--- config.mk ---
export PLATFORM = sky130hd
export DESIGN_NAME = blsu_cell
export DESIGN_NICKNAME = d
export VERILOG_FILES = /design/src/rtl/core/blsu_pkg.sv /design/src/rtl/core/blsu_cell.sv
export SDC_FILE = /design/constraint.sdc
export NUM_CORES = 1
export LEC_CHECK = 0
export ABC_CLOCK_PERIOD_IN_PS = 1890
export BUFFER_PORTS_ARGS = -buffer_cell sky130_fd_sc_hd__buf_2
export CAP_MARGIN = 20
export CORE_UTILIZATION = 45
export CTS_CLUSTER_DIAMETER = 50
export DETAILED_ROUTE_END_ITERATION = 12
export PLACE_DENSITY_LB_ADDON = 0.05
export SYNTH_ARGS = -nofsm -noshare
export SYNTH_HDL_FRONTEND = slang
export SYNTH_SLANG_ARGS = --single-unit
--- constraint.sdc ---
create_clock -name clk -period 1.89 [get_ports clk]
set_input_delay 0.189 -clock clk [delete_from_list [all_inputs] [get_ports clk]]
set_output_delay 0.189 -clock clk [all_outputs]
set_load 0.1 [all_outputs]
--- src/rtl/core/blsu_pkg.sv ---
// Package with the types, codes and defaults of the bounded stack unit.
package blsu_pkg;

  localparam int DEPTH_DEF     = 64;
  localparam int WORD_BITS_DEF = 32;
  localparam int DATA_BITS     = 32;
  localparam int CAP_BITS      = 7;
  localparam int LEVEL_BITS    = 7;
  localparam logic [CAP_BITS-1:0] CAP_RESET = 7'd64;

  typedef enum logic [3:0] {
    OP_PUSH        = 4'd0,
    OP_POP         = 4'd1,
    OP_POP_ZERO    = 4'd2,
    OP_POP_OR_TOP  = 4'd3,
    OP_DUP         = 4'd4,
    OP_DROP        = 4'd5,
    OP_DROP_N      = 4'd6,
    OP_PICK        = 4'd7,
    OP_PICK_BOTTOM = 4'd8,
    OP_SET_TOP     = 4'd9,
    OP_SET_BOTTOM  = 4'd10
  } stack_op_t;

  typedef enum logic [1:0] {
    STAT_OK    = 2'd0,
    STAT_UNDER = 2'd1,
    STAT_OVER  = 2'd2,
    STAT_RANGE = 2'd3
  } status_t;

  typedef enum logic [1:0] {
    S_IDLE,
    S_DROP,
    S_SEEK,
    S_RETURN
  } ctrl_state_t;

  typedef enum logic [1:0] {
    CELL_HOLD,
    CELL_UP,
    CELL_DOWN
  } cell_op_t;

  typedef struct packed {
    cell_op_t op;
    logic     load;
  } cell_ctrl_t;

  typedef struct packed {
    logic [3:0]                  op;
    logic signed [DATA_BITS-1:0] value;
    logic [5:0]                  offset;
    logic [6:0]                  drop_count;
  } in_item_t;

  typedef struct packed {
    logic signed [DATA_BITS-1:0] data;
    logic [LEVEL_BITS-1:0]       depth;
    logic [1:0]                  status;
  } out_item_t;

endpackage

--- src/rtl/core/blsu_cell.sv ---
// One stack cell: holds a word, loads a new one, or shifts it towards either neighbour.
module blsu_cell #(
  parameter int WORD_BITS = blsu_pkg::WORD_BITS_DEF
) (
  input  logic                 clk,
  input  blsu_pkg::cell_ctrl_t ctrl,
  input  logic [WORD_BITS-1:0] up_word,
  input  logic [WORD_BITS-1:0] down_word,
  input  logic [WORD_BITS-1:0] load_word,
  output logic [WORD_BITS-1:0] word
);
  import blsu_pkg::*;

  logic [WORD_BITS-1:0] word_r;
  logic [WORD_BITS-1:0] word_nxt;

  always_comb begin
    word_nxt = word_r;
    if (ctrl.load) begin
      word_nxt = load_word;
    end else begin
      case (ctrl.op)
        CELL_UP:   word_nxt = up_word;
        CELL_DOWN: word_nxt = down_word;
        default:   word_nxt = word_r;
      endcase
    end
  end

  always_ff @(posedge clk) begin
    word_r <= word_nxt;
  end

  assign word = word_r;

endmodule

==> flow_summary.yaml <==
clocking:
  path_clk_slew_ns: 0.07
  root_buffer: "clkbuf_8"
  cts_tree: "built"
  cts_buffer_depth: 2
  cts.repair.resized: 0
  cts.sinks: 32
  htree_levels: 2
  cts_hold_buf: 0
  cts_setup_buffers: 0
  numCtsBuffers: 5
sta:
  layout_min_cycle_time_ns: 1.24
  fin_tns_setup_ns: 0
  fmax_mhz: 806
  period_share_pct: 65.6
  setup_ws_ns: 0.650
  worst_pin_slew_ns: 0.510
  hold_viol: 0
  relSlewSlack_pct: 66.2
  rsz0062_at_grt: "no"
  slew_viol_final: 0
  setup_viol: 0
floorplan:
  dieArea_um2: 5530
  fp-row-count: 25
  io_pins: 132
  start_util_pct: 48.3
  die_h_um: 74.4
  die_w_um: 74.4
  core_area_um2: 4880
placed_design:
  globalplace.congestion: 0.750
  dpl.cell_count: 370
  portBuffers: 131
  post-place-ws_ns: 0.439
  dp_hpwl_mm: 3.93
grt:
  grt_pass1_wl_mm: 7.99
  antenna_found_initial: 0
  grt_pass1_vias: 1755
  grt_start_max_net_pins: 33
  grt.overflow.total: 0
  track_usage_pct: 19.0
run_status:
  status: "finished clean"
synth:
  syn-num-nets: 282
  ys_seq_area_share_pct: 40.8
  postSynthAreaPerCell_um2: 12.9
  syn-cell-area_um2: 2360
  yosysWarnings: 0
  syn_inst: 182
  synth_cell_type_count: 17
  ys_seq_elements: 32
finish:
  final_common_cell: "buf_2"
  nets: 410
  layoutNonFillerInstCount: 378
  area_growth_pct: 33.1
  largest_register_ffs: 32
  final_cell_mix: "buf_2 (130), inv_1 (32), nand4bb_1 (32), edfxtp_1 (32), nand2_1 (30)"
  drive_above_1_share_pct: 57.9
  final_util_pct: 64.3
  antennaDiodeCount: 0
pwr:
  p_total_mw: 2.73
  p_leak_nw: 1.41
  peakVddDrop_v: 0.000391
  power_density_nw_per_um2: 871
route:
  drt_iter0_markers: 86
  wirelength_mm: 5.34
  firstDrtPassIters: 4
  route.antenna.remaining_nets: 0
  drc: 0
  via_count: 1909
  wire_per_inst_um: 14.1
  via_per_inst: 5.05
setup_path:
  worstPathCellList: "buf_2"
  path_buf_inv: 1
  slowest_delay_ns: 0.43
  cp_top_family: "buffers and inverters"
  worst-setup-path-type: "reg -> out"
  start_kind: "flip-flop"
  endpoint_kind: "output port"
  cp.arrival_ns: 1.05
  cp_max_fo: 1
  slowest_stage: "buf_2"
  cp.required_ns: 1.70
flow_run:
  drv_cap: 0
hold_path:
  hold_path.class: "in -> reg"
worst paths after layout:
kind,endpoint,start,depth (start not counted)
worst min-delay path,word[31]$_DFFE_PP_,load_word[31],3
worst max-delay path,word[29],word[29]$_DFFE_PP_,1
cell usage after synthesis:
library cell	instances	area (µm²)
and2b_4	1	10.0
buf_12	1	20.0
buf_2	9	45.0
buf_4	1	7.51
buf_6	3	33.8
dlygate4sd1_1	2	17.5
dlymetal6s2s_1	3	37.5
edfxtp_1	32	961
inv_1	32	120
nand2_1	30	113
nand2_2	2	12.5
nand4bb_1	32	360
nor2b_1	1	6.26
o311ai_1	2	17.5
o311ai_2	20	325
o311ai_4	10	263
or3_1	1	6.26
metal layers:
layer	vias to the layer above	track usage (%)	part of all wire [%]
met5	-	0	0
met4	0	5.24	0.32
met3	2	5.56	9.6
met2	93	31.6	49
met1	866	24.2	41
li1	948	-	-
kinds of logic (layout without fill, tap and decap cells):
family	after synthesis	count (layout)	share of synthesized area, %
AOI/OAI and AO/OA	32	32	25.7
buffers and inverters	51	180	11.9
and+or+nand+nor	67	67	21.6
DFF	32	32	40.8
stage by stage:
stage / area, µm² / hold slack, ns
finish: 3140 / 0.213
global route: 3140 / 0.220
CTS: 3140 / 0.207
detailed placement: 3030 / 0.497
global placement: 3030 / 0.498
floorplan: 2360 / 0.394
layout make-up:
class / instances / area (µm²)
fillers: 396 / 1740
well taps: 67 / 83.8
repair buffers: 140 / 751
multi-input cells: 99 / 1110
clock inverters: 2 / 35.0
clock buffers: 6 / 72.6
flip-flops and latches: 32 / 961
inverters: 32 / 120
power breakdown:
| group | internal, mW | switching (mW) |
|---|---|---|
| clock | 0.391 | 0.246 |
| combinational | 0.268 | 0.911 |
| sequential | 0.893 | 0.0223 |
Power figures use the tool's default switching activity.
