[src/rtl/core/blsu_pkg.sv]
// Package with the types, codes and defaults of the bounded stack unit.
package blsu_pkg;

  localparam int DEPTH_DEF     = 64;
  localparam int WORD_BITS_DEF = 32;
  localparam int DATA_BITS     = 32;
  localparam int CAP_BITS      = 7;
  localparam int LEVEL_BITS    = 7;
  localparam logic [CAP_BITS-1:0] CAP_RESET = 7'd64;

  typedef enum logic [3:0] {
    OP_PUSH        = 4'd0,
    OP_POP         = 4'd1,
    OP_POP_ZERO    = 4'd2,
    OP_POP_OR_TOP  = 4'd3,
    OP_DUP         = 4'd4,
    OP_DROP        = 4'd5,
    OP_DROP_N      = 4'd6,
    OP_PICK        = 4'd7,
    OP_PICK_BOTTOM = 4'd8,
    OP_SET_TOP     = 4'd9,
    OP_SET_BOTTOM  = 4'd10
  } stack_op_t;

  typedef enum logic [1:0] {
    STAT_OK    = 2'd0,
    STAT_UNDER = 2'd1,
    STAT_OVER  = 2'd2,
    STAT_RANGE = 2'd3
  } status_t;

  typedef enum logic [1:0] {
    S_IDLE,
    S_DROP,
    S_SEEK,
    S_RETURN
  } ctrl_state_t;

  typedef enum logic [1:0] {
    CELL_HOLD,
    CELL_UP,
    CELL_DOWN
  } cell_op_t;

  typedef struct packed {
    cell_op_t op;
    logic     load;
  } cell_ctrl_t;

  typedef struct packed {
    logic [3:0]                  op;
    logic signed [DATA_BITS-1:0] value;
    logic [5:0]                  offset;
    logic [6:0]                  drop_count;
  } in_item_t;

  typedef struct packed {
    logic signed [DATA_BITS-1:0] data;
    logic [LEVEL_BITS-1:0]       depth;
    logic [1:0]                  status;
  } out_item_t;

endpackage

[src/rtl/core/blsu_ctrl.sv]
// Sequencer: decodes each item, drives the cell row and forms the result.
module blsu_ctrl #(
  parameter int DEPTH     = blsu_pkg::DEPTH_DEF,
  parameter int WORD_BITS = blsu_pkg::WORD_BITS_DEF,
  localparam int IDX_W    = $clog2(DEPTH)
) (
  input  logic                              clk,
  input  logic                              rst_n,
  input  logic                              in_valid,
  output logic                              in_stall,
  input  blsu_pkg::in_item_t                in_item,
  input  logic                              cfg_wr_en,
  input  logic [blsu_pkg::CAP_BITS-1:0]     cfg_wr_data,
  input  logic [WORD_BITS-1:0]              top_word,
  input  logic [WORD_BITS-1:0]              second_word,
  input  logic [WORD_BITS-1:0]              last_word,
  input  logic                              buf_room,
  output blsu_pkg::cell_ctrl_t              cmd,
  output logic [IDX_W-1:0]                  load_idx,
  output logic [WORD_BITS-1:0]              load_word,
  output logic [WORD_BITS-1:0]              fill_word,
  output logic                              res_valid,
  output blsu_pkg::out_item_t               res
);
  import blsu_pkg::*;

  localparam int CNT_W = $clog2(DEPTH + 1);
  localparam int CMP_W = (CNT_W > CAP_BITS) ? CNT_W : CAP_BITS;

  ctrl_state_t          state_r;
  ctrl_state_t          state_nxt;
  logic [CNT_W-1:0]     count_r;
  logic [CNT_W-1:0]     count_nxt;
  logic [CNT_W-1:0]     rem_r;
  logic [CNT_W-1:0]     rem_nxt;
  logic [CNT_W-1:0]     steps_r;
  logic [CNT_W-1:0]     steps_nxt;
  logic [CAP_BITS-1:0]  cap_r;

  logic                 accept;
  logic [WORD_BITS-1:0] val_w;
  logic [CMP_W-1:0]     n_ext;
  logic [CMP_W-1:0]     cap_ext;
  logic [CMP_W-1:0]     cap_eff;
  logic [CMP_W-1:0]     off_ext;
  logic [CMP_W-1:0]     cnt_ext;
  logic                 empty;
  logic                 at_cap;
  logic                 off_ok;
  logic                 cnt_ok;
  logic                 is_pick;
  logic [WORD_BITS-1:0] res_word;
  status_t              res_status;

  assign in_stall = (state_r != S_IDLE) || !buf_room;
  assign accept   = in_valid && !in_stall;
  assign val_w    = WORD_BITS'(in_item.value);

  always_comb begin
    n_ext   = CMP_W'(count_r);
    cap_ext = CMP_W'(cap_r);
    off_ext = CMP_W'(in_item.offset);
    cnt_ext = CMP_W'(in_item.drop_count);
    if (cap_r == '0) begin
      cap_eff = CMP_W'(1);
    end else if (cap_ext > CMP_W'(DEPTH)) begin
      cap_eff = CMP_W'(DEPTH);
    end else begin
      cap_eff = cap_ext;
    end
    empty   = (count_r == '0);
    at_cap  = (n_ext >= cap_eff);
    off_ok  = (off_ext < n_ext);
    cnt_ok  = (cnt_ext <= n_ext);
    is_pick = (in_item.op == OP_PICK) || (in_item.op == OP_PICK_BOTTOM);
  end

  always_comb begin
    state_nxt = state_r;
    case (state_r)
      S_IDLE: begin
        if (accept) begin
          if ((in_item.op == OP_DROP_N) && cnt_ok) begin
            state_nxt = S_DROP;
          end else if (is_pick && off_ok) begin
            state_nxt = S_SEEK;
          end
        end
      end
      S_DROP: begin
        if (rem_r == '0) begin
          state_nxt = S_IDLE;
        end
      end
      S_SEEK: begin
        if (rem_r == '0) begin
          state_nxt = (steps_r == '0) ? S_IDLE : S_RETURN;
        end
      end
      S_RETURN: begin
        if (rem_r == CNT_W'(1)) begin
          state_nxt = S_IDLE;
        end
      end
      default: state_nxt = S_IDLE;
    endcase
  end

  always_comb begin
    cmd        = '{op: CELL_HOLD, load: 1'b0};
    load_idx   = '0;
    load_word  = val_w;
    fill_word  = val_w;
    res_valid  = 1'b0;
    res_word   = '0;
    res_status = STAT_OK;
    count_nxt  = count_r;
    rem_nxt    = rem_r;
    steps_nxt  = steps_r;
    case (state_r)
      S_IDLE: begin
        if (accept) begin
          res_valid = 1'b1;
          case (in_item.op)
            OP_PUSH: begin
              if (at_cap) begin
                res_status = STAT_OVER;
              end else begin
                cmd.op    = CELL_DOWN;
                count_nxt = count_r + CNT_W'(1);
                res_word  = val_w;
              end
            end
            OP_POP: begin
              if (empty) begin
                res_status = STAT_UNDER;
              end else begin
                cmd.op    = CELL_UP;
                count_nxt = count_r - CNT_W'(1);
                res_word  = top_word;
              end
            end
            OP_POP_ZERO: begin
              if (!empty) begin
                cmd.op    = CELL_UP;
                count_nxt = count_r - CNT_W'(1);
                res_word  = top_word;
              end
            end
            OP_POP_OR_TOP: begin
              if (empty) begin
                res_status = STAT_UNDER;
              end else begin
                res_word = top_word;
                if (count_r > CNT_W'(1)) begin
                  cmd.op    = CELL_UP;
                  count_nxt = count_r - CNT_W'(1);
                end
              end
            end
            OP_DUP: begin
              if (empty) begin
                res_status = STAT_UNDER;
              end else if (at_cap) begin
                res_status = STAT_OVER;
              end else begin
                cmd.op    = CELL_DOWN;
                fill_word = top_word;
                count_nxt = count_r + CNT_W'(1);
                res_word  = top_word;
              end
            end
            OP_DROP: begin
              if (empty) begin
                res_status = STAT_UNDER;
              end else begin
                cmd.op    = CELL_UP;
                count_nxt = count_r - CNT_W'(1);
                res_word  = (count_r > CNT_W'(1)) ? second_word : '0;
              end
            end
            OP_DROP_N: begin
              if (!cnt_ok) begin
                res_status = STAT_UNDER;
              end else begin
                res_valid = 1'b0;
                count_nxt = CNT_W'(n_ext - cnt_ext);
                rem_nxt   = CNT_W'(cnt_ext);
              end
            end
            OP_PICK: begin
              if (!off_ok) begin
                res_status = STAT_RANGE;
              end else begin
                res_valid = 1'b0;
                rem_nxt   = CNT_W'(off_ext);
                steps_nxt = CNT_W'(off_ext);
              end
            end
            OP_PICK_BOTTOM: begin
              if (!off_ok) begin
                res_status = STAT_RANGE;
              end else begin
                res_valid = 1'b0;
                rem_nxt   = CNT_W'(n_ext - off_ext - CMP_W'(1));
                steps_nxt = CNT_W'(n_ext - off_ext - CMP_W'(1));
              end
            end
            OP_SET_TOP: begin
              if (empty) begin
                res_status = STAT_UNDER;
              end else begin
                cmd.load = 1'b1;
                load_idx = '0;
                res_word = val_w;
              end
            end
            OP_SET_BOTTOM: begin
              if (empty) begin
                res_status = STAT_UNDER;
              end else begin
                cmd.load = 1'b1;
                load_idx = IDX_W'(count_r - CNT_W'(1));
                res_word = val_w;
              end
            end
            default: begin
              res_status = STAT_OK;
            end
          endcase
        end
      end
      S_DROP: begin
        if (rem_r != '0) begin
          cmd.op  = CELL_UP;
          rem_nxt = rem_r - CNT_W'(1);
        end else begin
          res_valid = 1'b1;
          res_word  = (count_r != '0) ? top_word : '0;
        end
      end
      S_SEEK: begin
        if (rem_r != '0) begin
          cmd.op  = CELL_UP;
          rem_nxt = rem_r - CNT_W'(1);
        end else begin
          res_valid = 1'b1;
          res_word  = top_word;
          rem_nxt   = steps_r;
        end
      end
      S_RETURN: begin
        cmd.op    = CELL_DOWN;
        fill_word = last_word;
        rem_nxt   = rem_r - CNT_W'(1);
      end
      default: begin
        cmd.op = CELL_HOLD;
      end
    endcase
  end

  always_comb begin
    res.data   = DATA_BITS'(res_word);
    res.depth  = LEVEL_BITS'(count_nxt);
    res.status = res_status;
  end

  always_ff @(posedge clk) begin
    if (!rst_n) begin
      state_r <= S_IDLE;
      count_r <= '0;
      rem_r   <= '0;
      steps_r <= '0;
      cap_r   <= CAP_RESET;
    end else begin
      state_r <= state_nxt;
      count_r <= count_nxt;
      rem_r   <= rem_nxt;
      steps_r <= steps_nxt;
      if (cfg_wr_en) begin
        cap_r <= cfg_wr_data;
      end
    end
  end

endmodule

[config.mk]
export PLATFORM = sky130hd
export DESIGN_NAME = blsu_ctrl
export DESIGN_NICKNAME = d
export VERILOG_FILES = /design/src/rtl/core/blsu_pkg.sv /design/src/rtl/core/blsu_ctrl.sv
export SDC_FILE = /design/constraint.sdc
export NUM_CORES = 1
export LEC_CHECK = 0
export BUFFER_PORTS_ARGS = -buffer_cell sky130_fd_sc_hd__buf_4
export CAP_MARGIN = 10
export CELL_PAD_IN_SITES_DETAIL_PLACEMENT = 1
export CELL_PAD_IN_SITES_GLOBAL_PLACEMENT = 2
export CORE_UTILIZATION = 26
export CTS_BUF_LIST = sky130_fd_sc_hd__clkbuf_4 sky130_fd_sc_hd__clkbuf_8 sky130_fd_sc_hd__clkbuf_16
export DETAILED_ROUTE_END_ITERATION = 6
export GPL_ROUTABILITY_DRIVEN = 1
export PLACE_DENSITY_LB_ADDON = 0.1
export RECOVER_POWER = 50
export SYNTH_ARGS = -nofsm -noshare
export SYNTH_HDL_FRONTEND = slang
export SYNTH_SLANG_ARGS = --single-unit
[constraint.sdc]
create_clock -name clk -period 7.3 [get_ports clk]
set_clock_uncertainty 0.1 [all_clocks]
set_input_delay 2.19 -clock clk [delete_from_list [all_inputs] [get_ports clk]]
set_output_delay 2.19 -clock clk [all_outputs]
set_load 0.02 [all_outputs]
==> results.cfg <==
[run_status]
status = finished, final reports clean

[place]
hpwl_um = 21380
port_buffers = 272
place.gp.congestion = 0.9563

[timing]
min_period_ns = 7.050
finalMaxSlewViolations = 0
hold_viol_final = 0
tightest_slew_ns = 1.191
finalSetupViolCount = 0
fmax_mhz = 141.9
relSlewSlack = 0.2062
post-route-period-util = 0.9657
grt_setup_unrepaired = false
timing.hold.ws_ns = 0.4155
tns_ns = 0

[routing]
drtIter0Drc = 359
via_count = 6415
drc = 0
ant_nets = 0
viasPerCell = 5.559
wire_per_inst_um = 22.78
drt-total-wl_um = 26290
dr.pass1.iters = 5

[setup_path]
cp_max_fo = 8
endpoint_kind = output port
r2r-end = rem_r[1]
cp_cell_sequence = clkbuf_1 -> inv_1 -> ha_1 -> and2_0 -> a311oi_1 -> o221a_1 -> nor2_1 -> a221oi_1 -> o2bb2ai_1 -> buf_4
worstSetupPathType = in2out
cp_num_buf_inv = 3
worstPathArrival_ns = 4.76
critical-path-slowest-cell = o221a_1
rr_startpoint = count_r[4]
ff2ff_path_depth = 7
max_stage_delay_ns = 0.46
critPathRequiredTime_ns = 5.01
cpLargestDelayFamily = compound AO/OA/AOI/OAI gates
start_kind = primary input
r2r_slack_ns = 3.81

[floorplan]
dieWidth_um = 141.3
boundaryPins = 273
chipHeight_um = 141.3
die_area_sq_um = 19950
core_sq_um = 18830
start_util = 0.2678
num_rows = 50

[logic_synthesis]
synth_edf_count = 0
yosysWarnings = 0
synthArstFlopShare = 0
yosysSeqAreaShare = 0.1191
ys_ff_latch = 30
synth.most_common_cell = and2_1
avgSynthCellArea_sq_um = 7.492
yosys-top-cells-count = 69 x and2_1, 66 x a221o_1, 55 x nor2_1, 38 x nand2_1, 36 x ha_1
synth_ff_type = dfxtp_1
synth.area.top_cells = a221o_1 13%, dfxtp_1 12%, ha_1 8.9%, and2_1 8.6%, buf_4 4.8%
synth_fp_nets = 868
synth_top_cell_by_area = a221o_1
synthCells = 673
synth_top_area_share = 0.1310
syn_area_sq_um = 5042
synth.distinct_cells = 73

[clocking]
clock_sinks = 30
cts_hold_buf = 0
numCtsBuffers = 5
h-tree-depth = 2
cts_tree = yes
cts_buffer_depth = 2
cts_root_buffer = clkbuf_16
path_clk_slew_ns = 0.06
clk_latency_ns = 0.29
postCtsSetupBuffers = 0
cts_resized = 0

[worst_hold_path]
whs_path_depth = 2
worstHoldStart = cap_ext[0]
hold_class = reg2reg
hold_path_end = cap_ext[0]

[power]
power.switching_mw = 0.5648
combPwrFrac = 0.649
p_int_mw = 0.6551
power_frac_seq = 0.168
p_sw_frac = 0.4630
power_mw = 1.220
power_frac_clock = 0.183
p_leak_nw = 3.173
vdd_drop_max_mv = 0.07643
pwr_density_cell_nw_per_um2 = 171.7

[global_route]
grt_pass1_vias = 6649
grt_pass1_wl_um = 39040
overflow = 0
grt_use_total = 0.2548
grt_max_degree = 33
grt_antenna_before_repair = 1

[layout]
fin_util = 0.3772
drive_above_1_share = 0.2979
fin_nets = 1087
area_delta_synth_final_pct = 40.87

[job]
drv_cap = 0
## worst min-delay path, cell delays in order (launching register included)
cell and delay (ns):
dfxtp_1 0.34, mux2i_1 0.07, nor2_1 0.07
## state kept, by name, indices dropped and copies added (netlist names)
name and flops:
rem_r 7, state_r 2, cap_ext 7, count_r 7, steps_r 7
## routing by layer
metal  GRT usage  wire length (um)
met1      0.3033             10930
met2      0.4601             13050
met3     0.03105              1334
met4      0.1070               976
met5           0                 0
## power groups by stage
| stage | Clock, mW | Combinational, mW | Sequential [mW] |
|---|---|---|---|
| floorplan | 0 | 0.494 | 0.192 |
| global placement | 0 | 0.797 | 0.206 |
| detailed placement | 0 | 0.803 | 0.208 |
| CTS | 0.228 | 0.806 | 0.204 |
| global route | 0.234 | 0.843 | 0.207 |
| finish | 0.223 | 0.792 | 0.204 |
## through the flow
stage | std cells | setup slack (ns) | cell area (sq um)
after detailed placement | 1145 | 0.4092 | 7126
final | 1154 | 0.2503 | 7103
after global routing | 1154 | 0.1240 | 7103
after global placement | 1145 | 0.4501 | 7126
after CTS | 1153 | 0.3988 | 7277
after floorplan | 673 | 0.9199 | 5042
## logic make-up (layout without fill, tap and decap cells)
group	count (synthesis)	in the layout	synth area share
AND/OR/NAND/NOR	242	242	0.2625
AO/OA/AOI/OAI	227	227	0.3630
XOR/XNOR	14	14	0.02432
other	0	1	0
adder cells (fa/ha/maj)	38	38	0.09727
buffers and inverters	109	329	0.1077
multiplexers	13	13	0.02606
flip-flops	30	30	0.1191
## layout make-up
cell class / count / area [sq um]
clock inverter: 2 / 12.51
inverter: 36 / 135.1
clock buffer: 6 / 138.9
antenna: 1 / 2.502
timing repair buffer: 285 / 1987
multi-input combinational: 534 / 3901
fill: 2352 / 11730
tap: 260 / 325.3
sequential: 30 / 600.6
## cell usage in the layout, fill, tap and decap left out, types with 4 or more instances in the layout
cell and count:
mux2i_1 12, nor2b_1 6, o211a_1 4, nor3b_1 4, a211oi_1 13, a221o_1 66
a21oi_1 31, nor3_1 13, or4_1 6, clkbuf_16 5, nand2_1 38, and2_1 66
inv_1 35, xnor2_1 10, buf_4 240, ha_1 36, o211ai_1 8, clkbuf_1 44
a221oi_1 8, dfxtp_1 30, xor2_1 4, o21a_1 4, o21ai_0 23, a31oi_1 9
nand2b_1 10, nor4_1 7, o2bb2ai_1 9, nand3_1 9, a21o_1 6, a311oi_1 6
nor2_1 54, and3_1 4
## how the worst max path moves through the flow
stage | startpoint | to | slack (ns) | depth (start not counted)
after global routing | in_item[4] | res[3] | 0.12 | 10
after CTS | in_item[47] | fill_word[23] | 0.40 | 7
after global placement | in_item[47] | fill_word[23] | 0.45 | 7
final | in_item[4] | res[3] | 0.25 | 10
after floorplan | in_item[0] | res[8] | 0.92 | 9
after detailed placement | in_item[47] | fill_word[23] | 0.41 | 7
Note: power is estimated with default switching activity, not from simulation.
