### src/rtl/core/blsu_pkg.sv
// Package with the types, codes and defaults of the bounded stack unit.
package blsu_pkg;

  localparam int DEPTH_DEF     = 64;
  localparam int WORD_BITS_DEF = 32;
  localparam int DATA_BITS     = 32;
  localparam int CAP_BITS      = 7;
  localparam int LEVEL_BITS    = 7;
  localparam logic [CAP_BITS-1:0] CAP_RESET = 7'd64;

  typedef enum logic [3:0] {
    OP_PUSH        = 4'd0,
    OP_POP         = 4'd1,
    OP_POP_ZERO    = 4'd2,
    OP_POP_OR_TOP  = 4'd3,
    OP_DUP         = 4'd4,
    OP_DROP        = 4'd5,
    OP_DROP_N      = 4'd6,
    OP_PICK        = 4'd7,
    OP_PICK_BOTTOM = 4'd8,
    OP_SET_TOP     = 4'd9,
    OP_SET_BOTTOM  = 4'd10
  } stack_op_t;

  typedef enum logic [1:0] {
    STAT_OK    = 2'd0,
    STAT_UNDER = 2'd1,
    STAT_OVER  = 2'd2,
    STAT_RANGE = 2'd3
  } status_t;

  typedef enum logic [1:0] {
    S_IDLE,
    S_DROP,
    S_SEEK,
    S_RETURN
  } ctrl_state_t;

  typedef enum logic [1:0] {
    CELL_HOLD,
    CELL_UP,
    CELL_DOWN
  } cell_op_t;

  typedef struct packed {
    cell_op_t op;
    logic     load;
  } cell_ctrl_t;

  typedef struct packed {
    logic [3:0]                  op;
    logic signed [DATA_BITS-1:0] value;
    logic [5:0]                  offset;
    logic [6:0]                  drop_count;
  } in_item_t;

  typedef struct packed {
    logic signed [DATA_BITS-1:0] data;
    logic [LEVEL_BITS-1:0]       depth;
    logic [1:0]                  status;
  } out_item_t;

endpackage

### src/rtl/core/blsu_outbuf.sv
// Two-entry result buffer between the sequencer and the output channel.
module blsu_outbuf (
  input  logic                clk,
  input  logic                rst_n,
  input  logic                res_valid,
  input  blsu_pkg::out_item_t res,
  output logic                room,
  output logic                out_valid,
  input  logic                out_stall,
  output blsu_pkg::out_item_t out_item
);
  import blsu_pkg::*;

  logic [1:0] fill_r;
  logic [1:0] fill_nxt;
  out_item_t  head_r;
  out_item_t  head_nxt;
  out_item_t  skid_r;
  out_item_t  skid_nxt;
  logic       take;

  assign out_valid = (fill_r != 2'd0);
  assign out_item  = head_r;
  assign room      = (fill_r != 2'd2);
  assign take      = out_valid && !out_stall;

  always_comb begin
    fill_nxt = fill_r;
    head_nxt = head_r;
    skid_nxt = skid_r;
    if (take && res_valid) begin
      if (fill_r == 2'd1) begin
        head_nxt = res;
      end else begin
        head_nxt = skid_r;
        skid_nxt = res;
      end
    end else if (take) begin
      head_nxt = skid_r;
      fill_nxt = fill_r - 2'd1;
    end else if (res_valid) begin
      if (fill_r == 2'd0) begin
        head_nxt = res;
      end else begin
        skid_nxt = res;
      end
      fill_nxt = fill_r + 2'd1;
    end
  end

  always_ff @(posedge clk) begin
    if (!rst_n) begin
      fill_r <= 2'd0;
    end else begin
      fill_r <= fill_nxt;
    end
    head_r <= head_nxt;
    skid_r <= skid_nxt;
  end

endmodule

### config.mk
export PLATFORM = sky130hd
export DESIGN_NAME = blsu_outbuf
export DESIGN_NICKNAME = d
export VERILOG_FILES = /design/src/rtl/core/blsu_pkg.sv /design/src/rtl/core/blsu_outbuf.sv
export SDC_FILE = /design/constraint.sdc
export NUM_CORES = 1
export LEC_CHECK = 0
export BUFFER_PORTS_ARGS = -buffer_cell sky130_fd_sc_hd__clkbuf_2
export CAP_MARGIN = 20
export CORE_ASPECT_RATIO = 1.1
export CORE_MARGIN = 2
export CORE_UTILIZATION = 56
export CTS_CLUSTER_SIZE = 14
export DETAILED_ROUTE_END_ITERATION = 8
export PLACE_DENSITY_LB_ADDON = 0.25
export SLEW_MARGIN = 20
export SYNTH_ARGS = -nofsm -noshare
export SYNTH_HDL_FRONTEND = slang
export SYNTH_SLANG_ARGS = --single-unit
### constraint.sdc
create_clock -name clk -period 6.4 [get_ports clk]
set_input_delay 0.96 -clock clk [delete_from_list [all_inputs] [get_ports clk]]
set_output_delay 0.96 -clock clk [all_outputs]
set_load 0.05 [all_outputs]
==> results of run 1 <==
[synth_stat cells (2+ instances only)]
cell and instances:
sky130_fd_sc_hd__ha_1 5, sky130_fd_sc_hd__dfxtp_1 2, sky130_fd_sc_hd__xnor2_1 2, sky130_fd_sc_hd__mux2_4 40, sky130_fd_sc_hd__edfxtp_1 82, sky130_fd_sc_hd__inv_1 6
sky130_fd_sc_hd__buf_6 4, sky130_fd_sc_hd__a21oi_1 2, sky130_fd_sc_hd__nor2_1 3
[final cells by class]
type                            instances  area share [%]
Clock buffer                            9           3.040
Clock inverter                          7           1.873
Inverter                                6          0.5527
Multi-Input combinational cell         59           19.22
Sequential cell                        84           61.41
Tap cell                               77           2.364
Timing Repair Buffer                   90           11.54
[per-layer routing]
metal	GRT usage (%)	up-vias	share of wire [%]
met2	25.61	62	50
met3	6.277	2	6.2
li1	-	785	-
met5	0	-	0
met4	6.818	0	0.67
met1	20.54	768	43
[worst max-delay path by stage]
stage / start / endpoint / slack [ps] / depth (start not counted)
6_report: out_stall / out_item[1]$_DFFE_PP_ / 3440 / 7
5_1_grt: fill_r[0]$_SDFFE_PN0P_ / out_item[6]$_DFFE_PP_ / 3280 / 8
4_1_cts: out_stall / out_item[6]$_DFFE_PP_ / 3440 / 7
3_5_place_dp: out_stall / out_item[22]$_DFFE_PP_ / 3070 / 7
3_3_place_gp: out_stall / out_item[6]$_DFFE_PP_ / 3160 / 7
2_1_floorplan: out_stall / skid_r[0]$_DFFE_PP_ / 2630 / 5
[flip-flops by register name (all words and copies together) (netlist names)]
| signal | flops |
|---|---|
| skid_r | 41 |
| out_item | 41 |
| fill_r | 2 |
[kinds of logic after synthesis]
group,after synthesis,share of synthesized area [%]
AO/OA/AOI/OAI,3,0.4503
buffers and inverters,10,2.027
multiplexers,42,18.66
XOR/XNOR,2,0.5256
AND/OR/NAND/NOR,7,1.389
flip-flops,84,75.08
adder cells (fa/ha/maj),5,1.877
[through the flow]
step / cells / cell area (um^2)
after floorplan: 153 / 3333
after global placement: 315 / 3855
after detailed placement: 315 / 3855
after CTS: 331 / 4055
after global routing: 332 / 4075
final: 332 / 4075
[worst register-to-register path, cell delays in order, from the launching register on]
cell and delay [ps]:
sky130_fd_sc_hd__dfxtp_1 380, sky130_fd_sc_hd__inv_1 80, sky130_fd_sc_hd__ha_1 250, sky130_fd_sc_hd__nor2_1 230, sky130_fd_sc_hd__ha_1 270, sky130_fd_sc_hd__nor3_2 80, sky130_fd_sc_hd__nor2_4 500, sky130_fd_sc_hd__buf_4 540
sky130_fd_sc_hd__mux2_4 350
[power groups by stage]
stage	clock [mW]	combinational, mW	sequential (mW)
global placement	0	0.941	0.943
detailed placement	0	0.955	0.948
CTS	0.379	0.955	0.938
floorplan	0	0.385	1.34
global route	0.405	1.01	0.950
finish	0.367	0.958	0.933
==> impl_metrics.prom, run 1 <==
# TYPE chip_impl_metric gauge
chip_impl_info{name="outcome",value="finished clean"} 1
chip_impl_metric{name="register_area",unit="mm^2"} 0.002502
chip_impl_metric{name="routed_wirelength",unit="um"} 5053
chip_impl_info{name="timing.critical_path.cells",value="clkbuf_2, nor2_1, ha_1, nor3_2, nor2_4, buf_4, mux2_4"} 1
chip_impl_metric{name="nets",unit=""} 300
chip_impl_info{name="critPathLaunchType",value="input pin"} 1
chip_impl_metric{name="fp.dieH",unit="um"} 84.92
chip_impl_metric{name="worst-endpoint-required",unit="ps"} 6490
chip_impl_metric{name="tritoncts.num_buffers",unit=""} 9
chip_impl_metric{name="postCtsHoldBufs",unit=""} 0
chip_impl_metric{name="area_of_the_multi_input_gates",unit="um^2"} 783.3
chip_impl_metric{name="total_via_count_in_the_routed_design",unit=""} 1617
chip_impl_metric{name="synthDistinctLibCells",unit=""} 16
chip_impl_info{name="layout.cells.most_common",value="sky130_fd_sc_hd__clkbuf_2"} 1
chip_impl_metric{name="int_pwr",unit="mW"} 1.353
chip_impl_metric{name="cap_violations",unit=""} 0
chip_impl_info{name="ys.flop_type",value="sky130_fd_sc_hd__edfxtp_1"} 1
chip_impl_metric{name="sw_frac_of_total",unit="%"} 40.04
chip_impl_metric{name="grt_first_pass_wirelength",unit="um"} 7935
chip_impl_metric{name="setup_viol_count_final",unit=""} 0
chip_impl_info{name="r2r_start",value="fill_r[0]$_SDFFE_PN0P_"} 1
chip_impl_metric{name="clk_transition_reported_paths",unit="ps"} 80
chip_impl_metric{name="power.density_cell_area",unit="mW/mm^2"} 553.9
chip_impl_metric{name="antenna_violating_nets_post_route",unit=""} 0
chip_impl_metric{name="htree_num_levels",unit=""} 3
chip_impl_info{name="setup.worst_path.end_class",value="register"} 1
chip_impl_metric{name="power.clock.fraction",unit="%"} 16.2
chip_impl_metric{name="drt_first_iter_violations",unit=""} 114
chip_impl_metric{name="grt_start_max_net_pins",unit=""} 42
chip_impl_metric{name="p_seq_share",unit="%"} 41.3
chip_impl_metric{name="boundaryPins",unit=""} 88
chip_impl_metric{name="grt_pass1_vias",unit=""} 1647
chip_impl_info{name="critPathKind",value="input pin to register"} 1
chip_impl_metric{name="number_of_clock_sinks_seen_by_cts",unit=""} 84
chip_impl_metric{name="min_period",unit="ps"} 2957
chip_impl_metric{name="regToRegSetupSlack",unit="ps"} 3470
chip_impl_info{name="worst_hold_path_type",value="register to register"} 1
chip_impl_metric{name="global_route.usage.total",unit="%"} 16.32
chip_impl_metric{name="dieWidth",unit="um"} 77.56
chip_impl_metric{name="max-clock-path-buffers",unit=""} 2
chip_impl_metric{name="global_route.overflow_total",unit=""} 0
chip_impl_metric{name="drt_first_pass_iters",unit=""} 4
chip_impl_metric{name="cts_resized",unit=""} 0
chip_impl_metric{name="pwr-share-comb",unit="%"} 42.4
chip_impl_metric{name="whs_path_depth",unit=""} 1
chip_impl_info{name="crit_family",value="simple AND/OR/NAND/NOR gates"} 1
chip_impl_metric{name="routedWlPerCell",unit="um"} 15.22
chip_impl_metric{name="synth.cell_area",unit="mm^2"} 0.003333
chip_impl_metric{name="placement.io_buffers",unit=""} 87
chip_impl_metric{name="post_cts_setup_buffer_count",unit=""} 0
chip_impl_metric{name="areaGrowthSynthToFinish",unit="%"} 22.26
chip_impl_metric{name="place.gp.congestion",unit=""} 0.7449
chip_impl_info{name="cts_root_buf",value="sky130_fd_sc_hd__clkbuf_8"} 1
chip_impl_metric{name="switching_power",unit="mW"} 0.9036
chip_impl_metric{name="final_util",unit="%"} 70.64
chip_impl_metric{name="timing.fmax",unit="MHz"} 338.1
chip_impl_metric{name="drc",unit=""} 0
chip_impl_metric{name="ys_seq_elements",unit=""} 84
chip_impl_metric{name="timing.final.ws_setup",unit="ps"} 3443
chip_impl_metric{name="detailed_placer_s_ending_hpwl",unit="um"} 3407
chip_impl_metric{name="maxSlewViolCount",unit=""} 0
chip_impl_metric{name="cp_data_arrival_time",unit="ps"} 3040
chip_impl_metric{name="ys.warnings.count",unit=""} 0
chip_impl_metric{name="synthDominantCellAreaShare",unit="%"} 73.87
chip_impl_metric{name="synthesized_nets",unit=""} 203
chip_impl_info{name="synth_largest_area_cell",value="sky130_fd_sc_hd__edfxtp_1"} 1
chip_impl_metric{name="transition_at_the_pin_with_the_smallest_max_transition_slack",unit="ps"} 612.5
chip_impl_metric{name="finalHoldViolations",unit=""} 0
chip_impl_metric{name="syn_area_per_cell",unit="um^2"} 21.79
chip_impl_metric{name="synth.yosys.seq_area_share",unit="%"} 75.08
chip_impl_info{name="standard_cell_with_the_maximum_stage_delay_on_the_critical_path",value="sky130_fd_sc_hd__buf_4"} 1
chip_impl_metric{name="leakagePower",unit="nW"} 1.737
chip_impl_metric{name="synth_edf_count",unit=""} 82
chip_impl_info{name="hp-start",value="skid_r[40]$_DFFE_PP_"} 1
chip_impl_metric{name="vdd.ir_drop.worst",unit="V"} 0.0002896
chip_impl_metric{name="post_route_clock_period_utilization",unit="%"} 46.21
chip_impl_metric{name="die_area",unit="mm^2"} 0.006586
chip_impl_metric{name="slew_headroom",unit="%"} 59.07
chip_impl_metric{name="reg2reg_depth",unit=""} 8
chip_impl_metric{name="clkLatencyLatePin",unit="ps"} 330
chip_impl_info{name="post_synth_main_area_contributors",value="sky130_fd_sc_hd__edfxtp_1 74%, sky130_fd_sc_hd__mux2_4 18%, sky130_fd_sc_hd__ha_1 1.9%"} 1
chip_impl_info{name="regToRegEndpoint",value="out_item[1]$_DFFE_PP_"} 1
chip_impl_metric{name="proportion_of_layout_cells_with_a_drive_suffix_above_1",unit="%"} 58.82
chip_impl_info{name="most-common-layout-cells",value="87 x sky130_fd_sc_hd__clkbuf_2, 82 x sky130_fd_sc_hd__edfxtp_1, 40 x sky130_fd_sc_hd__mux2_4"} 1
chip_impl_metric{name="buffering_stage_count_on_the_worst_path_with_inverters_included",unit=""} 2
chip_impl_metric{name="floorplan_core_area",unit="mm^2"} 0.005769
chip_impl_metric{name="synth_cells",unit=""} 153
chip_impl_metric{name="setup_total_negative_slack",unit="ps"} 0
chip_impl_metric{name="crit_fanout",unit=""} 26
chip_impl_metric{name="max_stage_delay",unit="ps"} 540
chip_impl_metric{name="route.detailed.vias_per_inst",unit=""} 4.870
chip_impl_metric{name="n_antenna_cell",unit=""} 0
chip_impl_metric{name="ys_async_sr_fraction",unit="%"} 0
chip_impl_metric{name="filler_cell_count",unit=""} 388
chip_impl_metric{name="initial_utilization",unit="%"} 57.77
chip_impl_metric{name="preCtsSetupSlack",unit="ps"} 3067
chip_impl_info{name="worstHoldEndpoint",value="out_item[40]$_DFFE_PP_"} 1
chip_impl_metric{name="timing.hold.ws",unit="ps"} 549.5
chip_impl_info{name="unrepaired_setup_endpoints_after_global_routing",value="no"} 1
chip_impl_metric{name="floorplan.rows",unit=""} 29
chip_impl_metric{name="total_power",unit="mW"} 2.257
chip_impl_metric{name="clock-skew-final",unit="ps"} 5.971
chip_impl_metric{name="antenna_found_initial",unit=""} 0
chip_impl_info{name="tritoncts",value="yes"} 1
Note: power is estimated with default switching activity, not from simulation.
==> inputs of run 2 (changes only) <==
--- a/config.mk
+++ b/config.mk
@@ -5,11 +5,12 @@
 export SDC_FILE = /design/constraint.sdc
 export NUM_CORES = 1
 export LEC_CHECK = 0
+export ABC_AREA = 1
 export BUFFER_PORTS_ARGS = -buffer_cell sky130_fd_sc_hd__clkbuf_2
 export CAP_MARGIN = 20
 export CORE_ASPECT_RATIO = 1.1
 export CORE_MARGIN = 2
-export CORE_UTILIZATION = 56
+export CORE_UTILIZATION = 55
 export CTS_CLUSTER_SIZE = 14
 export DETAILED_ROUTE_END_ITERATION = 8
 export PLACE_DENSITY_LB_ADDON = 0.25
==> constraint.sdc (replaced) <==
create_clock -name clk -period 2.95 [get_ports clk]
set_input_delay 0.4425 -clock clk [delete_from_list [all_inputs] [get_ports clk]]
set_output_delay 0.4425 -clock clk [all_outputs]
set_load 0.05 [all_outputs]
==> run 2 against run 1 <==
Effect of this change: synthesized cell count rose to 3.1 times the previous value; clock power up 140%; count of clock-buffer cells in the layout unchanged; highest routed layer unchanged; sequential cell count unchanged; clock skew down 3.2 ps; register-to-register slack worse by 2900 ps; worst setup slack worse by 2900 ps; critical path depth unchanged; total power up 84%.
==> impl_metrics.prom, run 2 <==
# TYPE chip_impl_metric gauge
chip_impl_info{name="outcome",value="finished clean"} 1
chip_impl_metric{name="cts_resized",unit=""} 0
chip_impl_metric{name="clock-skew-final",unit="ps"} 2.760
chip_impl_metric{name="initial_utilization",unit="%"} 57.03
chip_impl_metric{name="drt_first_pass_iters",unit=""} 4
chip_impl_metric{name="ys.warnings.count",unit=""} 0
chip_impl_metric{name="clk_transition_reported_paths",unit="ps"} 80
chip_impl_metric{name="cap_violations",unit=""} 0
chip_impl_metric{name="synthDominantCellAreaShare",unit="%"} 57.46
chip_impl_metric{name="clkLatencyLatePin",unit="ps"} 360
chip_impl_info{name="cts_root_buf",value="sky130_fd_sc_hd__clkbuf_8"} 1
chip_impl_metric{name="postCtsHoldBufs",unit=""} 0
chip_impl_metric{name="fp.dieH",unit="um"} 96.58
chip_impl_metric{name="post_cts_setup_buffer_count",unit=""} 0
chip_impl_metric{name="place.gp.congestion",unit=""} 0.7405
chip_impl_info{name="post_synth_main_area_contributors",value="sky130_fd_sc_hd__edfxtp_1 57%, sky130_fd_sc_hd__nand2_1 15%, sky130_fd_sc_hd__inv_1 8.0%"} 1
chip_impl_metric{name="synth.yosys.seq_area_share",unit="%"} 58.39
chip_impl_metric{name="min_period",unit="ps"} 2384
chip_impl_metric{name="setup_total_negative_slack",unit="ps"} 0
chip_impl_info{name="standard_cell_with_the_maximum_stage_delay_on_the_critical_path",value="sky130_fd_sc_hd__ha_2"} 1
chip_impl_info{name="layout.cells.most_common",value="sky130_fd_sc_hd__nand2_1"} 1
chip_impl_metric{name="slew_headroom",unit="%"} 48.04
chip_impl_metric{name="boundaryPins",unit=""} 88
chip_impl_metric{name="power.density_cell_area",unit="mW/mm^2"} 831.8
chip_impl_metric{name="maxSlewViolCount",unit=""} 0
chip_impl_metric{name="routed_wirelength",unit="um"} 9098
chip_impl_metric{name="global_route.usage.total",unit="%"} 22.87
chip_impl_metric{name="proportion_of_layout_cells_with_a_drive_suffix_above_1",unit="%"} 20.87
chip_impl_metric{name="areaGrowthSynthToFinish",unit="%"} 16.61
chip_impl_metric{name="total_via_count_in_the_routed_design",unit=""} 3349
chip_impl_metric{name="synthDistinctLibCells",unit=""} 17
chip_impl_metric{name="syn_area_per_cell",unit="um^2"} 9.176
chip_impl_metric{name="fin_area",unit="mm^2"} 0.004997
chip_impl_info{name="regToRegEndpoint",value="skid_r[13]$_DFFE_PP_"} 1
chip_impl_metric{name="vdd.ir_drop.worst",unit="V"} 0.0004526
chip_impl_metric{name="global_route.overflow_total",unit=""} 0
chip_impl_metric{name="dieWidth",unit="um"} 88.16
chip_impl_metric{name="synth.cell_area",unit="mm^2"} 0.004285
chip_impl_metric{name="grt_start_max_net_pins",unit=""} 83
chip_impl_metric{name="crit_fanout",unit=""} 33
chip_impl_info{name="worstHoldEndpoint",value="skid_r[39]$_DFFE_PP_"} 1
chip_impl_metric{name="synth_edf_count",unit=""} 82
chip_impl_info{name="setup.worst_path.end_class",value="register"} 1
chip_impl_metric{name="synth_cells",unit=""} 467
chip_impl_metric{name="timing.hold.ws",unit="ps"} 271.3
chip_impl_metric{name="whs_path_depth",unit=""} 1
chip_impl_metric{name="htree_num_levels",unit=""} 3
chip_impl_info{name="synth_largest_area_cell",value="sky130_fd_sc_hd__edfxtp_1"} 1
chip_impl_metric{name="timing.fmax",unit="MHz"} 419.5
chip_impl_metric{name="transition_at_the_pin_with_the_smallest_max_transition_slack",unit="ps"} 779.5
chip_impl_info{name="tritoncts",value="yes"} 1
chip_impl_metric{name="grt_pass1_vias",unit=""} 3369
chip_impl_info{name="worst_hold_path_type",value="input pin to register"} 1
chip_impl_metric{name="n_antenna_cell",unit=""} 0
chip_impl_metric{name="worst-endpoint-required",unit="ps"} 2960
chip_impl_metric{name="antenna_violating_nets_post_route",unit=""} 0
chip_impl_metric{name="finalHoldViolations",unit=""} 0
chip_impl_metric{name="buffering_stage_count_on_the_worst_path_with_inverters_included",unit=""} 2
chip_impl_metric{name="setup_viol_count_final",unit=""} 0
chip_impl_info{name="critPathLaunchType",value="register"} 1
chip_impl_metric{name="drt_first_iter_violations",unit=""} 245
chip_impl_metric{name="routedWlPerCell",unit="um"} 13.87
chip_impl_metric{name="total_power",unit="mW"} 4.157
chip_impl_metric{name="max-clock-path-buffers",unit=""} 2
chip_impl_info{name="crit_family",value="adder cells"} 1
chip_impl_metric{name="number_of_clock_sinks_seen_by_cts",unit=""} 84
chip_impl_metric{name="max_stage_delay",unit="ps"} 490
chip_impl_metric{name="antenna_found_initial",unit=""} 0
chip_impl_metric{name="floorplan_core_area",unit="mm^2"} 0.007515
chip_impl_metric{name="synthesized_nets",unit=""} 517
chip_impl_info{name="most-common-layout-cells",value="168 x sky130_fd_sc_hd__nand2_1, 91 x sky130_fd_sc_hd__inv_1, 87 x sky130_fd_sc_hd__clkbuf_2"} 1
chip_impl_metric{name="detailed_placer_s_ending_hpwl",unit="um"} 5896
chip_impl_metric{name="regToRegSetupSlack",unit="ps"} 570
chip_impl_info{name="ys.flop_type",value="sky130_fd_sc_hd__edfxtp_1"} 1
chip_impl_info{name="synth.cells.most_frequent",value="168 x sky130_fd_sc_hd__nand2_1, 91 x sky130_fd_sc_hd__inv_1, 82 x sky130_fd_sc_hd__edfxtp_1"} 1
chip_impl_metric{name="dpl-instance-area",unit="mm^2"} 0.004792
chip_impl_metric{name="route.detailed.vias_per_inst",unit=""} 5.105
chip_impl_metric{name="ys_async_sr_fraction",unit="%"} 0
chip_impl_metric{name="reg2reg_depth",unit=""} 7
chip_impl_metric{name="floorplan.rows",unit=""} 33
chip_impl_metric{name="ys_seq_elements",unit=""} 84
chip_impl_metric{name="leakagePower",unit="nW"} 2.409
chip_impl_metric{name="grt_first_pass_wirelength",unit="um"} 14840
chip_impl_metric{name="post-place-cells",unit=""} 640
chip_impl_info{name="timing.critical_path.cells",value="inv_1, ha_1, nor2_4, ha_2, a21oi_1, nor3_4, buf_4"} 1
chip_impl_metric{name="nets",unit=""} 596
chip_impl_info{name="post-synth-top-count-cell",value="sky130_fd_sc_hd__nand2_1"} 1
chip_impl_info{name="unrepaired_setup_endpoints_after_global_routing",value="no"} 1
chip_impl_info{name="r2r_start",value="fill_r[0]$_SDFFE_PN0P_"} 1
chip_impl_metric{name="die_area",unit="mm^2"} 0.008514
chip_impl_metric{name="instances_no_fill",unit=""} 656
chip_impl_metric{name="tritoncts.num_buffers",unit=""} 9
chip_impl_metric{name="drc",unit=""} 0
chip_impl_info{name="hp-start",value="res[39]"} 1
chip_impl_metric{name="post_route_clock_period_utilization",unit="%"} 80.81
chip_impl_metric{name="filler_cell_count",unit=""} 627
chip_impl_metric{name="placement.io_buffers",unit=""} 87
chip_impl_metric{name="cp_data_arrival_time",unit="ps"} 2400
chip_impl_info{name="critPathKind",value="register to register"} 1
==> run 2: cell families (layout without fill, tap and decap cells) <==
logic type	count (synthesis)	after routing	synth area share (%)
AOI/OAI and AO/OA	46	46	7.825
adders and majority gates	5	5	1.460
buffers and inverters	119	203	12.06
DFF	84	84	58.39
and+or+nand+nor	213	213	20.26
==> run 2: report_power, final <==
part	switching [mW]	internal, mW
combinational	1.18	0.345
sequential	0.0921	1.67
clock	0.403	0.465
==> run 2: worst register-to-register path: stages, from the launching register on <==
cell                      delay [ps]
sky130_fd_sc_hd__dfxtp_1         380
sky130_fd_sc_hd__inv_1            80
sky130_fd_sc_hd__ha_1            250
sky130_fd_sc_hd__nor2_4          120
sky130_fd_sc_hd__ha_2            490
sky130_fd_sc_hd__a21oi_1         140
sky130_fd_sc_hd__nor3_4          150
sky130_fd_sc_hd__buf_4           420
==> run 2: final cells by class <==
type                            count  area (um^2)  area share (%)
Multi-Input combinational cell    264         1294           25.89
Timing Repair Buffer               94        515.5           10.32
Tap cell                          105        131.4           2.629
Inverter                           93        349.1           6.985
Clock inverter                      7        81.33           1.627
Clock buffer                        9        123.9           2.479
Sequential cell                    84         2502           50.08
==> run 2: worst max-delay path by stage <==
| stage | startpoint | end | slack (ps) | cells past startpoint |
|---|---|---|---|---|
| 6_report | fill_r[0]$_SDFFE_PN0P_ | skid_r[13]$_DFFE_PP_ | 570 | 7 |
| 5_1_grt | fill_r[0]$_SDFFE_PN0P_ | skid_r[29]$_DFFE_PP_ | 410 | 7 |
| 4_1_cts | fill_r[0]$_SDFFE_PN0P_ | skid_r[13]$_DFFE_PP_ | 570 | 7 |
| 3_5_place_dp | fill_r[0]$_SDFFE_PN0P_ | skid_r[12]$_DFFE_PP_ | 570 | 7 |
| 3_3_place_gp | fill_r[0]$_SDFFE_PN0P_ | skid_r[21]$_DFFE_PP_ | 650 | 7 |
| 2_1_floorplan | fill_r[0]$_SDFFE_PN0P_ | skid_r[0]$_DFFE_PP_ | 190 | 8 |
==> run 2: metal layers <==
metal,global-route usage (%),up-vias,wire (um)
met5,0,-,0
met4,8.586,0,99
met3,4.673,10,489
met2,40.10,87,4761
met1,27.78,1588,3747
li1,-,1664,-
==> run 2: metrics by stage <==
stage	utilization [%]	setup slack (ps)
finish	66.50	566.1
global placement	63.20	645.3
detailed placement	63.77	573.1
global route	66.50	414.0
CTS	66.50	574.6
floorplan	-	189.7
==> inputs of run 3 (changes only) <==
--- a/config.mk
+++ b/config.mk
@@ -5,12 +5,12 @@
 export SDC_FILE = /design/constraint.sdc
 export NUM_CORES = 1
 export LEC_CHECK = 0
-export ABC_AREA = 1
+export ABC_AREA = 0
 export BUFFER_PORTS_ARGS = -buffer_cell sky130_fd_sc_hd__clkbuf_2
 export CAP_MARGIN = 20
 export CORE_ASPECT_RATIO = 1.1
 export CORE_MARGIN = 2
-export CORE_UTILIZATION = 55
+export CORE_UTILIZATION = 47
 export CTS_CLUSTER_SIZE = 14
 export DETAILED_ROUTE_END_ITERATION = 8
 export PLACE_DENSITY_LB_ADDON = 0.25
==> constraint.sdc (replaced) <==
create_clock -name clk -period 2.17 [get_ports clk]
set_input_delay 0.3255 -clock clk [delete_from_list [all_inputs] [get_ports clk]]
set_output_delay 0.3255 -clock clk [all_outputs]
set_load 0.05 [all_outputs]
==> run 3 against run 2 <==
Effect of this change: routed wire length decreased by 43%; first-iteration DRC count decreased by 65%; global-route usage decreased by 9.0 points; fmax increased by 20%; core utilization decreased by 6.2 points; design area decreased by 16%; via count decreased by 53%; die area decreased by 8.6%; count of clock-buffer cells in the layout unchanged; sequential share of layout area increased by 9.8 points; largest power group is now combinational cells; worst hold slack got worse by 100 ps.
==> impl_metrics.prom, run 3 (synthesis results as in run 1) <==
# TYPE chip_impl_metric gauge
chip_impl_info{name="most-common-layout-cells",value="87 x sky130_fd_sc_hd__clkbuf_2, 82 x sky130_fd_sc_hd__edfxtp_1, 40 x sky130_fd_sc_hd__mux2_4"} 1
chip_impl_metric{name="areaGrowthSynthToFinish",unit="%"} 25.38
chip_impl_info{name="critPathKind",value="register to register"} 1
chip_impl_metric{name="number_of_clock_sinks_seen_by_cts",unit=""} 84
chip_impl_metric{name="routedWlPerCell",unit="um"} 15.36
chip_impl_metric{name="worstSetupPathDepth",unit=""} 8
chip_impl_metric{name="timing.final.ws_setup",unit="ps"} 190.8
chip_impl_metric{name="worst-endpoint-required",unit="ps"} 2270
chip_impl_metric{name="global_route.usage.total",unit="%"} 13.89
chip_impl_metric{name="antenna_violating_nets_post_route",unit=""} 0
chip_impl_metric{name="global_route.overflow_total",unit=""} 0
chip_impl_metric{name="die_area",unit="mm^2"} 0.007783
chip_impl_metric{name="route.detailed.vias_per_inst",unit=""} 4.653
chip_impl_metric{name="post_route_clock_period_utilization",unit="%"} 91.21
chip_impl_metric{name="clkLatencyLatePin",unit="ps"} 340
chip_impl_metric{name="boundaryPins",unit=""} 88
chip_impl_info{name="worstHoldEndpoint",value="skid_r[34]$_DFFE_PP_"} 1
chip_impl_metric{name="timing.fmax",unit="MHz"} 505.3
chip_impl_info{name="unrepaired_setup_endpoints_after_global_routing",value="no"} 1
chip_impl_metric{name="routed_wirelength",unit="um"} 5223
chip_impl_info{name="timing.critical_path.cells",value="inv_2, ha_4, nor2_4, ha_4, and2b_1, nor2_4, buf_12, mux2_2"} 1
chip_impl_metric{name="post_cts_setup_buffer_count",unit=""} 0
chip_impl_metric{name="transition_at_the_pin_with_the_smallest_max_transition_slack",unit="ps"} 299.3
chip_impl_metric{name="grt_pass1_vias",unit=""} 1603
chip_impl_metric{name="grt_first_pass_wirelength",unit="um"} 8024
chip_impl_metric{name="setup_total_negative_slack",unit="ps"} 0
chip_impl_metric{name="cts_resized",unit=""} 0
chip_impl_metric{name="fin_area",unit="mm^2"} 0.004179
chip_impl_metric{name="drt_first_pass_iters",unit=""} 4
chip_impl_info{name="regToRegEndpoint",value="out_item[40]$_DFFE_PP_"} 1
chip_impl_metric{name="fp.dieH",unit="um"} 92.33
chip_impl_metric{name="timing.hold.ws",unit="ps"} 170.1
chip_impl_metric{name="nets",unit=""} 301
chip_impl_metric{name="leakagePower",unit="nW"} 1.755
chip_impl_metric{name="final_util",unit="%"} 60.33
chip_impl_metric{name="maxSlewViolCount",unit=""} 0
chip_impl_metric{name="clk_transition_reported_paths",unit="ps"} 80
chip_impl_metric{name="drc",unit=""} 0
chip_impl_info{name="hp-start",value="res[34]"} 1
chip_impl_metric{name="preCtsSetupSlack",unit="ps"} 190.0
chip_impl_metric{name="total_power",unit="mW"} 6.917
chip_impl_metric{name="crit_fanout",unit=""} 21
chip_impl_metric{name="buffering_stage_count_on_the_worst_path_with_inverters_included",unit=""} 2
chip_impl_info{name="cts_root_buf",value="sky130_fd_sc_hd__clkbuf_8"} 1
chip_impl_info{name="layout.cells.most_common",value="sky130_fd_sc_hd__clkbuf_2"} 1
chip_impl_metric{name="tritoncts.num_buffers",unit=""} 9
chip_impl_info{name="outcome",value="finished clean"} 1
chip_impl_info{name="worst_hold_path_type",value="input pin to register"} 1
chip_impl_metric{name="vdd.ir_drop.worst",unit="V"} 0.001074
chip_impl_metric{name="place.gp.congestion",unit=""} 0.6893
chip_impl_metric{name="cap_violations",unit=""} 0
chip_impl_metric{name="slew_headroom",unit="%"} 80.13
chip_impl_metric{name="n_antenna_cell",unit=""} 0
chip_impl_metric{name="total_via_count_in_the_routed_design",unit=""} 1582
chip_impl_metric{name="instances_no_fill",unit=""} 340
chip_impl_info{name="r2r_start",value="fill_r[1]$_SDFFE_PN0P_"} 1
chip_impl_info{name="crit_start",value="fill_r[1]$_SDFFE_PN0P_"} 1
chip_impl_info{name="critPathLaunchType",value="register"} 1
chip_impl_metric{name="placement.io_buffers",unit=""} 87
chip_impl_info{name="crit_family",value="simple AND/OR/NAND/NOR gates"} 1
chip_impl_metric{name="setup_viol_count_final",unit=""} 0
chip_impl_metric{name="cp_data_arrival_time",unit="ps"} 2080
chip_impl_metric{name="htree_num_levels",unit=""} 3
chip_impl_metric{name="dpl-instance-area",unit="mm^2"} 0.003966
chip_impl_info{name="tritoncts",value="yes"} 1
chip_impl_metric{name="detailed_placer_s_ending_hpwl",unit="um"} 3467
chip_impl_metric{name="postCtsHoldBufs",unit=""} 0
chip_impl_metric{name="antenna_found_initial",unit=""} 0
chip_impl_metric{name="whs_path_depth",unit=""} 1
chip_impl_metric{name="floorplan.rows",unit=""} 32
chip_impl_metric{name="power.density_cell_area",unit="mW/mm^2"} 1655
chip_impl_metric{name="drt_first_iter_violations",unit=""} 86
chip_impl_metric{name="proportion_of_layout_cells_with_a_drive_suffix_above_1",unit="%"} 61.57
chip_impl_metric{name="regToRegSetupSlack",unit="ps"} 190
chip_impl_metric{name="clock-skew-final",unit="ps"} 7.731
chip_impl_metric{name="min_period",unit="ps"} 1979
chip_impl_metric{name="grt_start_max_net_pins",unit=""} 42
chip_impl_metric{name="reg2reg_depth",unit=""} 8
chip_impl_metric{name="post-place-cells",unit=""} 325
chip_impl_metric{name="max-clock-path-buffers",unit=""} 2
chip_impl_info{name="standard_cell_with_the_maximum_stage_delay_on_the_critical_path",value="sky130_fd_sc_hd__mux2_2"} 1
chip_impl_info{name="setup.worst_path.end_class",value="register"} 1
chip_impl_metric{name="floorplan_core_area",unit="mm^2"} 0.006927
chip_impl_metric{name="max_stage_delay",unit="ps"} 350
chip_impl_metric{name="initial_utilization",unit="%"} 48.12
chip_impl_metric{name="dieWidth",unit="um"} 84.30
chip_impl_metric{name="finalHoldViolations",unit=""} 0
-- run 3: layout make-up --
type | instances | area, um^2
clock inverter | 6 | 88.84
clock buffer | 9 | 123.9
sequential | 84 | 2502
multi-input combinational | 59 | 815.8
tap | 85 | 106.4
fill | 522 | 2748
inverter | 6 | 26.28
timing repair buffer | 91 | 515.5
-- run 3: power breakdown --
group / switching [mW] / leakage (nW) / internal [mW]
registers: 0.156 / 0.801 / 2.58
clock network: 0.545 / 0.102 / 0.644
logic: 2.01 / 0.852 / 0.983
total: 2.71 / 1.75 / 4.20
-- run 3: worst reg2reg max path, delay by kind of cell, from the launching register on --
kind / cells / cell delay, ps
fa+ha+maj: 2 / 340
buf+inv: 2 / 290
flops: 1 / 340
mux: 1 / 370
simple gates: 3 / 400
-- run 3: layer usage --
metal	wire, um	GRT usage (%)	vias up
met3	269	5.437	6
met2	2586	22.42	46
met1	2295	16.58	745
met4	73	6.048	0
li1	-	-	785
met5	0	0	-
-- run 3: how the worst max path moves through the flow --
stage                                        end  slack (ps)
after CTS                 out_item[40]$_DFFE_PP_         180
after floorplan              skid_r[0]$_DFFE_PP_           1
after global placement    out_item[40]$_DFFE_PP_         240
after global routing      out_item[40]$_DFFE_PP_         110
after detailed placement  out_item[40]$_DFFE_PP_         190
final                     out_item[40]$_DFFE_PP_         190
